[src/directed_cycle_finder_unit_macros.svh]
// ----------------------------------------------------------------------------
// directed_cycle_finder_unit_macros
// Assertion macros for the directed cycle finder.
// ----------------------------------------------------------------------------
`ifndef DIRECTED_CYCLE_FINDER_UNIT_MACROS_SVH
`define DIRECTED_CYCLE_FINDER_UNIT_MACROS_SVH
// Antecedent implies consequent in the same cycle.
`define DCF_ASSERT_IMP(label, clk, rst_n, a, c) \
    label: assert property (@(posedge clk) disable iff (!rst_n) (a) |-> (c)) \
        else $error("assertion failed");
// Antecedent implies consequent in the next cycle.
`define DCF_ASSERT_NXT(label, clk, rst_n, a, c) \
    label: assert property (@(posedge clk) disable iff (!rst_n) (a) |=> (c)) \
        else $error("assertion failed");
`endif

[src/dcf_ram.sv]
// ----------------------------------------------------------------------------
// dcf_ram
// Single write, single read synchronous memory with registered read data.
// ----------------------------------------------------------------------------
module dcf_ram #(
    parameter int DEPTH = 64,
    parameter int WIDTH = 8
) (
    input  logic                     clk,
    input  logic                     we,
    input  logic [$clog2(DEPTH)-1:0] waddr,
    input  logic [WIDTH-1:0]         wdata,
    input  logic [$clog2(DEPTH)-1:0] raddr,
    output logic [WIDTH-1:0]         rdata
);
    logic [WIDTH-1:0] mem [DEPTH];

    always_ff @(posedge clk)
    begin
        if (we)
        begin
            mem[waddr] <= wdata;
        end
        rdata <= mem[raddr];
    end
endmodule
[config.mk]
export PLATFORM = sky130hd
export DESIGN_NAME = dcf_ram
export DESIGN_NICKNAME = d
export VERILOG_FILES = /design/src/directed_cycle_finder_unit_macros.svh /design/src/dcf_ram.sv
export SDC_FILE = /design/constraint.sdc
export NUM_CORES = 1
export LEC_CHECK = 0
export BUFFER_PORTS_ARGS = -buffer_cell sky130_fd_sc_hd__buf_2
export CAP_MARGIN = 20
export CORE_UTILIZATION = 40
export CTS_CLUSTER_DIAMETER = 120
export DETAILED_ROUTE_END_ITERATION = 7
export GPL_TIMING_DRIVEN = 0
export PLACE_DENSITY = 0.57
export SETUP_SLACK_MARGIN = 0.5
export SYNTH_ARGS = -nofsm -noshare
export SYNTH_HDL_FRONTEND = slang
export SYNTH_SLANG_ARGS = --single-unit
[constraint.sdc]
create_clock -name clk -period 4.4 [get_ports clk]
set_clock_uncertainty 0.15 [all_clocks]
set_input_delay 0.22 -clock clk [delete_from_list [all_inputs] [get_ports clk]]
set_output_delay 0.22 -clock clk [all_outputs]
set_load 0.01 [all_outputs]
=== Yosys cells after proc, flatten, opt, wreduce, memory -nomap -nowiden ===
Memories as Yosys holds them, arrays and structs flattened. A register that Yosys moved wholly into a read port is not among the register bits.
Index checks and enable logic that the tools add are counted.

* Add/sub/neg operators: 0
* $mul: 0
* Div/mod/pow operators: 0
* Magnitude comparators: 0
* Equal/unequal tests: 0
* Shifts and indexed selects: 0
* Mux-type cells: 2
* Bitwise gates (word level): 0
* Reductions and logical operators: 0

{| class="wikitable"
|+ Operators with widths
! cell !! count
|-
| 1-bit two-way mux || 2
|}

* Register bits after elaboration: 0
* Latch bits: 0
* Bits in writable memories: 512
* Bits in read-only memories: 0
* Output and inout bits: 8
* Logic and storage cells: 3
* Memories kept: 1

{| class="wikitable"
|+ Memory list
! name !! words !! width !! rd ports !! clocked after memory_dff !! wr ports !! RTL line !! source
|-
| mem || 64 || 8 || 1 || 1 || 1 || dcf_ram.sv:16 || <nowiki>logic [WIDTH-1:0] mem [DEPTH];</nowiki>
|}

=== Logic depth before layout (Yosys ltp) ===
Gate-level depths: netlist (run 1).

* Depth in word-level cells: 2
* Depth in mapped cells: 9
* Gate-level depth less buffers: 5

=== Worst setup path after synthesis (run 1) ===
OpenSTA, ideal clock, no wires.

* Kind: input to register
* Start: in raddr[1]
* End: reg rdata[3] (read register of mem)
* Setup time: 0.128 ns
* Arrival time: 1.760 ns
* Required time: 4.122 ns
* Setup slack: 2.362 ns
* Stages on the path: 7
* Path buffers: 3
* Cells stage by stage: buf_4 buf_2 buf_2 mux4_2 mux4_2 o21ai_1 o41ai_1

{| class="wikitable"
|+ RTL lines
! item !! RTL line !! source
|-
| from (decl) || dcf_ram.sv:13 || <nowiki>input logic [$clog2(DEPTH)-1:0] raddr,</nowiki>
|-
| to (decl) || dcf_ram.sv:14 || <nowiki>output logic [WIDTH-1:0] rdata</nowiki>
|}

==> flow_metrics.py, run 1 <==
metrics = {
    "clocking": {
        "root_buffer": "clkbuf_16",
        "htree_levels": 2,
        "path_clk_slew_ps": 60,
        "cts_tree": "yes",
        "cts_resized": 0,
        "clk_path_buf_depth": 3,
        "clock-sinks": 520,
        "cts_buffers": 51,
        "clk_latency_ps": 600,
    },
    "worst_setup_path": {
        "path_delay_family": "buffers and inverters",
        "r2r_end": "rdata[6]",
        "cp.required_ps": 4670,
        "slowest_delay_ps": 460,
        "r2r_cells": 5,
        "worstSetupStartpointType": "input port",
        "timing.rr.start": "mem[21][6]",
        "worstPathArrival_ps": 2960,
        "r2r_slack_ps": 2120,
        "cp_slowest_cell": "buf_2",
        "critPathKind": "input port to flip-flop",
        "worstPathCellList": "buf_4 -> buf_2 -> buf_4 -> buf_2 -> nand3_1 -> o221ai_1 -> a21oi_1 -> o21ai_1 -> o41ai_1",
        "crit_fanout": 10,
        "crit_path_end_kind": "flip-flop",
        "path_buf_inv": 4,
    },
    "global_route": {
        "grt_overflow_total": 0,
        "grtUsageMet1_pct": 28.3,
        "grt_pass1_wl_um": 70900,
        "met2_usage_pct": 31.1,
        "grt.busiest_layer": "met2",
        "antenna_found_initial": 2,
        "gr-usage-all-layers_pct": 20.0,
        "grt_pass1_vias": 9979,
        "grtUsageMet3_pct": 3.76,
        "grt_max_degree": 65,
    },
    "routing": {
        "vias_per_cell": 5.59,
        "dr.pass1.iters": 7,
        "ant_nets": 0,
        "totalWireLength_um": 49300,
        "vias": 9682,
        "drc_errors": 0,
        "wire_per_inst_um": 28.5,
        "drt_iter0_markers": 1107,
    },
    "placed_design": {
        "pre_cts_ws_ps": 1180,
        "dpl.hpwl_um": 31700,
        "io_buffers": 21,
        "place_congestion": 0.910,
        "dp_cells": 1630,
    },
    "die": {
        "die_h_um": 227,
        "coreArea_um2": 49400,
        "die_x_um": 227,
        "dieArea_um2": 51300,
        "start_util_pct": 40.9,
        "num_rows": 81,
        "num_io_pins": 30,
    },
    "worst_hold_path": {
        "min_to": "mem[0][6]",
        "worstHoldStart": "wdata[6]",
        "hp-class": "input port to flip-flop",
        "hold_path_depth": 1,
    },
    "synthesis": {
        "syn-num-nets": 962,
        "yosysUniqueCellTypes": 40,
        "synth_top_family_by_area": "multiplexers",
        "synthAdderAreaFrac_pct": 0,
        "synth_seq_cells": 520,
        "syn_area_per_cell_um2": 21.5,
        "yosys.area_share.simple_pct": 3.39,
        "synth_xor_area_share_pct": 0,
        "netlist_area_um2": 20200,
        "synthFlopType": "edfxtp_1",
        "synth_compound_area_share_pct": 2.07,
        "async_reset_ff_share_pct": 0,
        "synthMuxAreaShare_pct": 15.9,
        "yosysWarnings": 0,
        "synth_edf_count": 512,
        "synth_cells": 940,
        "yosysSeqAreaShare_pct": 77.0,
    },
    "timing": {
        "hold_viol": 0,
        "drv_slew": 0,
        "finalCriticalPeriod_ps": 2690,
        "setup_ws_ps": 1710,
        "max_slew_margin_pct": 34.3,
        "period_share_pct": 61.2,
        "tns_ps": 0,
        "max_freq_mhz": 372,
        "rsz0062_at_grt": "no",
        "finalSetupViolCount": 0,
        "tightest_slew_ps": 982,
    },
    "cells_and_area": {
        "final_common_cell": "edfxtp_1",
        "ff_latch_area_um2": 15500,
        "final_cell_mix": "512 x edfxtp_1, 126 x mux4_2, 83 x nor2_1, 53 x clkbuf_16, 33 x buf_2",
        "stdcell_count": 1731,
        "final_nets": 1054,
        "antennaDiodeCount": 0,
        "syn_to_final_growth_pct": 13.6,
        "multi_input_area_um2": 4320,
        "drive_above_1_share_pct": 25.2,
        "fin_util_pct": 46.4,
        "fillers": 4109,
    },
    "power_and_ir_drop": {
        "power_density_nw_per_um2": 445,
        "swShare_pct": 21.2,
        "share_comb_of_total_power_pct": 5.6,
        "p_seq_share_pct": 53.9,
        "vdd_ir_drop_max_mv": 0.262,
        "p_switching_mw": 2.16,
        "power_leakage_nw": 7.09,
        "power.share.clock_pct": 40.5,
        "power.internal_mw": 8.02,
    },
    "job": {
        "max-cap-violations": 0,
    },
    "run_status": {
        "status": "complete, no violations",
    },
}
==> worst max path at each step <==
stage / from / end / slack (ps) / cells after the start
global placement: raddr[1] / rdata[3] / 1160 / 9
CTS: raddr[2] / rdata[7] / 1800 / 7
finish: raddr[1] / rdata[3] / 1710 / 9
detailed placement: raddr[2] / rdata[7] / 1180 / 7
floorplan: raddr[1] / rdata[3] / 2360 / 7
global route: raddr[1] / rdata[7] / 1660 / 9
==> through the flow <==
stage | total power, mW | instance area, µm² | hold slack (ps)
after floorplan | 5.89 | 20200 | 169
after global placement | 6.14 | 21100 | 463
after detailed placement | 6.16 | 21200 | 466
after CTS | 10.2 | 22800 | 50.0
after global routing | 10.5 | 22900 | 65.7
final | 10.2 | 22900 | 78.3
==> state kept, by name, indices dropped and copies added (netlist names) <==
| signal | cells |
|---|---|
| mem | 512 |
| rdata | 8 |
==> metal layers <==
metal | up-vias | wire length, µm
met1 | 5133 | 21500
met3 | 91 | 3230
met2 | 350 | 23100
met4 | 2 | 1560
met5 | - | 12
li1 | 4106 | -
==> cell type report <==
cell class,count,area share (%)
Timing Repair Buffer,39,1.59
Clock inverter,16,0.421
Tap cell,664,3.63
Multi-Input combinational cell,369,18.8
Buffer,51,1.38
Clock buffer,72,6.32
Sequential cell,520,67.8
==> cell families (layout without fill, tap and decap cells) <==
logic type / after synthesis / in the layout
AND/OR/NAND/NOR: 153 / 153
flip-flops: 520 / 520
AO/OA/AOI/OAI: 54 / 54
buffers and inverters: 51 / 178
multiplexers: 162 / 162
==> what timing repair did <==
item	in CTS	in global routing
endpoints found under the hold margin	44	54
buffers inserted	0	0
hold buffers	4	4
==> synth_stat cells (3+ instances only) <==
library cell  count  area (µm²)
buf_1             4        15.0
nor2b_1          14        87.6
a21oi_1           3        15.0
buf_4            13        97.6
mux2_2           13         146
mux2i_1          23         230
a22oi_1           3        22.5
a211oi_1          4        30.0
nand3_1          13        65.1
buf_6             4        45.0
nand3b_1          3        22.5
nor3_1            7        35.0
a221oi_1          6        52.6
buf_2            11        55.1
dfxtp_1           8         160
mux4_2          126        2840
edfxtp_1        512       15400
o22ai_1           8        50.1
clkbuf_1         17        63.8
nand2_1          19        71.3
o2bb2ai_1         3        26.3
o2111ai_1         3        26.3
nor2_1           83         312
o221ai_1          8        70.1
nand2b_1          7        43.8
==> power groups by stage <==
stage                     Sequential, mW  Combinational [mW]  Clock [mW]
final                               5.49               0.573        4.12
after global routing                5.49               0.608        4.36
after CTS                           5.49               0.564        4.19
after detailed placement            5.60               0.560           0
after global placement              5.60               0.546           0
after floorplan                     5.60               0.292           0
No activity file was read; power rests on OpenSTA's default activity.
==> run 2, diff against run 1 <==
Settings changed: PLACE_DENSITY 0.57 to 0.59.
Clock period 4.4 ns to 2.4 ns, I/O delays scaled along.
==> run 2 against run 1 <==
First-iteration DRC count decreased by 5.4%. The flow now finishes with violations (negative hold slack). Cell count rose by 0.29%. Non-clock buffer count increased by 2. Worst hold slack got worse by 120 ps. Clock-buffer cell count shrank 4. Via count is 2.8% higher. Critical path depth is 4 lower. Worst setup slack lost 1400 ps. Sequential share of layout area shrank 1.2 points. Critical path type is now flip-flop to flip-flop.
==> flow_metrics.py, run 2 (synthesized netlist as in run 1, its figures left out) <==
metrics = {
    "clocking": {
        "cts_setup_buffers": 0,
        "cts_tree": "yes",
        "root_buffer": "clkbuf_16",
        "path_clk_slew_ps": 60,
        "htree_levels": 2,
        "cts_buffers": 51,
        "clock-sinks": 520,
        "clk_path_buf_depth": 3,
        "clk_latency_ps": 600,
    },
    "worst_setup_path": {
        "cp_common_cell": "mux4_2",
        "r2r_end": "rdata[0]",
        "worstSetupStartpoint": "mem[0][0]",
        "worstPathArrival_ps": 2400,
        "cp.required_ps": 2710,
        "timing.rr.start": "mem[0][0]",
        "cp-endpoint": "rdata[0]",
        "r2r_slack_ps": 310,
        "crit_fanout": 1,
        "worstPathCellList": "mux4_2 -> mux4_2 -> nor2_2 -> nor3_1 -> o2bb2ai_2",
        "crit_path_end_kind": "flip-flop",
        "r2r_cells": 5,
        "worstSetupStartpointType": "flip-flop",
        "critPathKind": "flip-flop to flip-flop",
        "slowest_delay_ps": 550,
        "cp_slowest_cell": "mux4_2",
    },
    "die": {
        "dieArea_um2": 51300,
        "num_rows": 81,
        "die_x_um": 227,
        "die_h_um": 227,
        "num_io_pins": 30,
        "coreArea_um2": 49400,
        "start_util_pct": 40.9,
    },
    "cells_and_area": {
        "drive_above_1_share_pct": 30.1,
        "final_common_cell": "edfxtp_1",
        "antennaDiodeCount": 0,
        "largest_register": "mem",
        "largest_reg_flops": 512,
        "final_cell_mix": "512 x edfxtp_1, 126 x mux4_2, 54 x nor2_1, 52 x clkbuf_16",
        "stdcell_count": 1736,
        "fillers": 4078,
        "syn_to_final_growth_pct": 15.7,
        "final_nets": 1056,
        "reg_top3": "mem x512, rdata x8",
    },
    "global_route": {
        "grt_overflow_total": 0,
        "grt_pass1_vias": 10100,
        "antenna_found_initial": 4,
        "grt_pass1_wl_um": 70400,
        "grt_max_degree": 65,
        "gr-usage-all-layers_pct": 19.7,
    },
    "timing": {
        "finalCriticalPeriod_ps": 2090,
        "finalSetupViolCount": 0,
        "drv_slew": 0,
        "setup_ws_ps": 306,
        "hold_viol": 13,
        "whs_ps": -41.8,
        "period_share_pct": 87.2,
        "rsz0062_at_grt": "yes",
        "max_freq_mhz": 478,
        "tightest_slew_ps": 988,
        "tns_ps": 0,
        "max_slew_margin_pct": 34.1,
    },
    "placed_design": {
        "io_buffers": 21,
        "dpl.hpwl_um": 31300,
        "dp_cells": 1630,
        "place_congestion": 0.897,
        "pre_cts_ws_ps": -878,
    },
    "run_status": {
        "status": "complete, but fails checks",
        "violations": "negative hold slack",
    },
    "routing": {
        "drt_iter0_markers": 1047,
        "ant_nets": 0,
        "vias_per_cell": 5.73,
        "totalWireLength_um": 48900,
        "vias": 9955,
        "dr.pass1.iters": 5,
        "drc_errors": 0,
        "wire_per_inst_um": 28.2,
    },
    "job": {
        "max-cap-violations": 0,
    },
    "worst_hold_path": {
        "hp-class": "input port to flip-flop",
    },
    "power_and_ir_drop": {
        "power_leakage_nw": 7.21,
        "power_density_nw_per_um2": 817,
        "power.total_mw": 19.1,
        "vdd_ir_drop_max_mv": 0.528,
    },
}
[run 2: metal layers]
| metal | vias to the layer above | global-route usage (%) | wire length [µm] |
|---|---|---|---|
| met5 | - | 0 | 50 |
| met4 | 8 | 7.50 | 1450 |
| met3 | 82 | 4.17 | 3610 |
| met2 | 378 | 30.8 | 23100 |
| met1 | 5367 | 27.3 | 20700 |
| li1 | 4120 | - | - |
[run 2: worst min path at each step]
stage / startpoint / endpoint / cells past startpoint
6_report: wdata[4] / mem[8][4] / 1
5_1_grt: wdata[4] / mem[8][4] / 1
4_1_cts: waddr[0] / mem[48][0] / 3
3_5_place_dp: rdata[3] / rdata[3] / 1
3_3_place_gp: rdata[3] / rdata[3] / 1
2_1_floorplan: wdata[0] / mem[0][0] / 0
[run 2: what timing repair did]
item	CTS	global route
hold buffers	6	4
pin swaps	4	0
gates resized for setup	51	32
hold endpoints to repair	89	117
setup endpoints to repair	56	192
[run 2: power breakdown]
part           switching [mW]  internal [mW]  leakage (nW)
clock                    3.32           4.56         0.789
sequential             0.0152           10.0          4.67
combinational           0.698          0.425          1.75
[run 2: through the flow]
step	utilization (%)	cell area, µm²	hold WS [ps]
floorplan	-	20200	68.9
global placement	42.8	21100	364
detailed placement	42.9	21200	364
CTS	46.7	23100	1.29
global route	47.3	23300	2.49
finish	47.3	23300	-41.8
[run 2: area by class of cell]
class / instances / area, µm² / area share [%]
well taps: 664 / 831 / 3.56
plain buffers: 51 / 349 / 1.50
clock buffers: 68 / 1380 / 5.92
repair buffers: 41 / 395 / 1.69
flip-flops and latches: 520 / 15500 / 66.6
clock inverters: 23 / 245 / 1.05
multi-input cells: 369 / 4590 / 19.7
[run 2: critical path: cells and delay by family, from the launching register on]
kind             cells  cell delay (ps)
flip-flops           1              380
multiplexers         2             1050
AND/OR/NAND/NOR      2              190
AO/OA/AOI/OAI        1              180
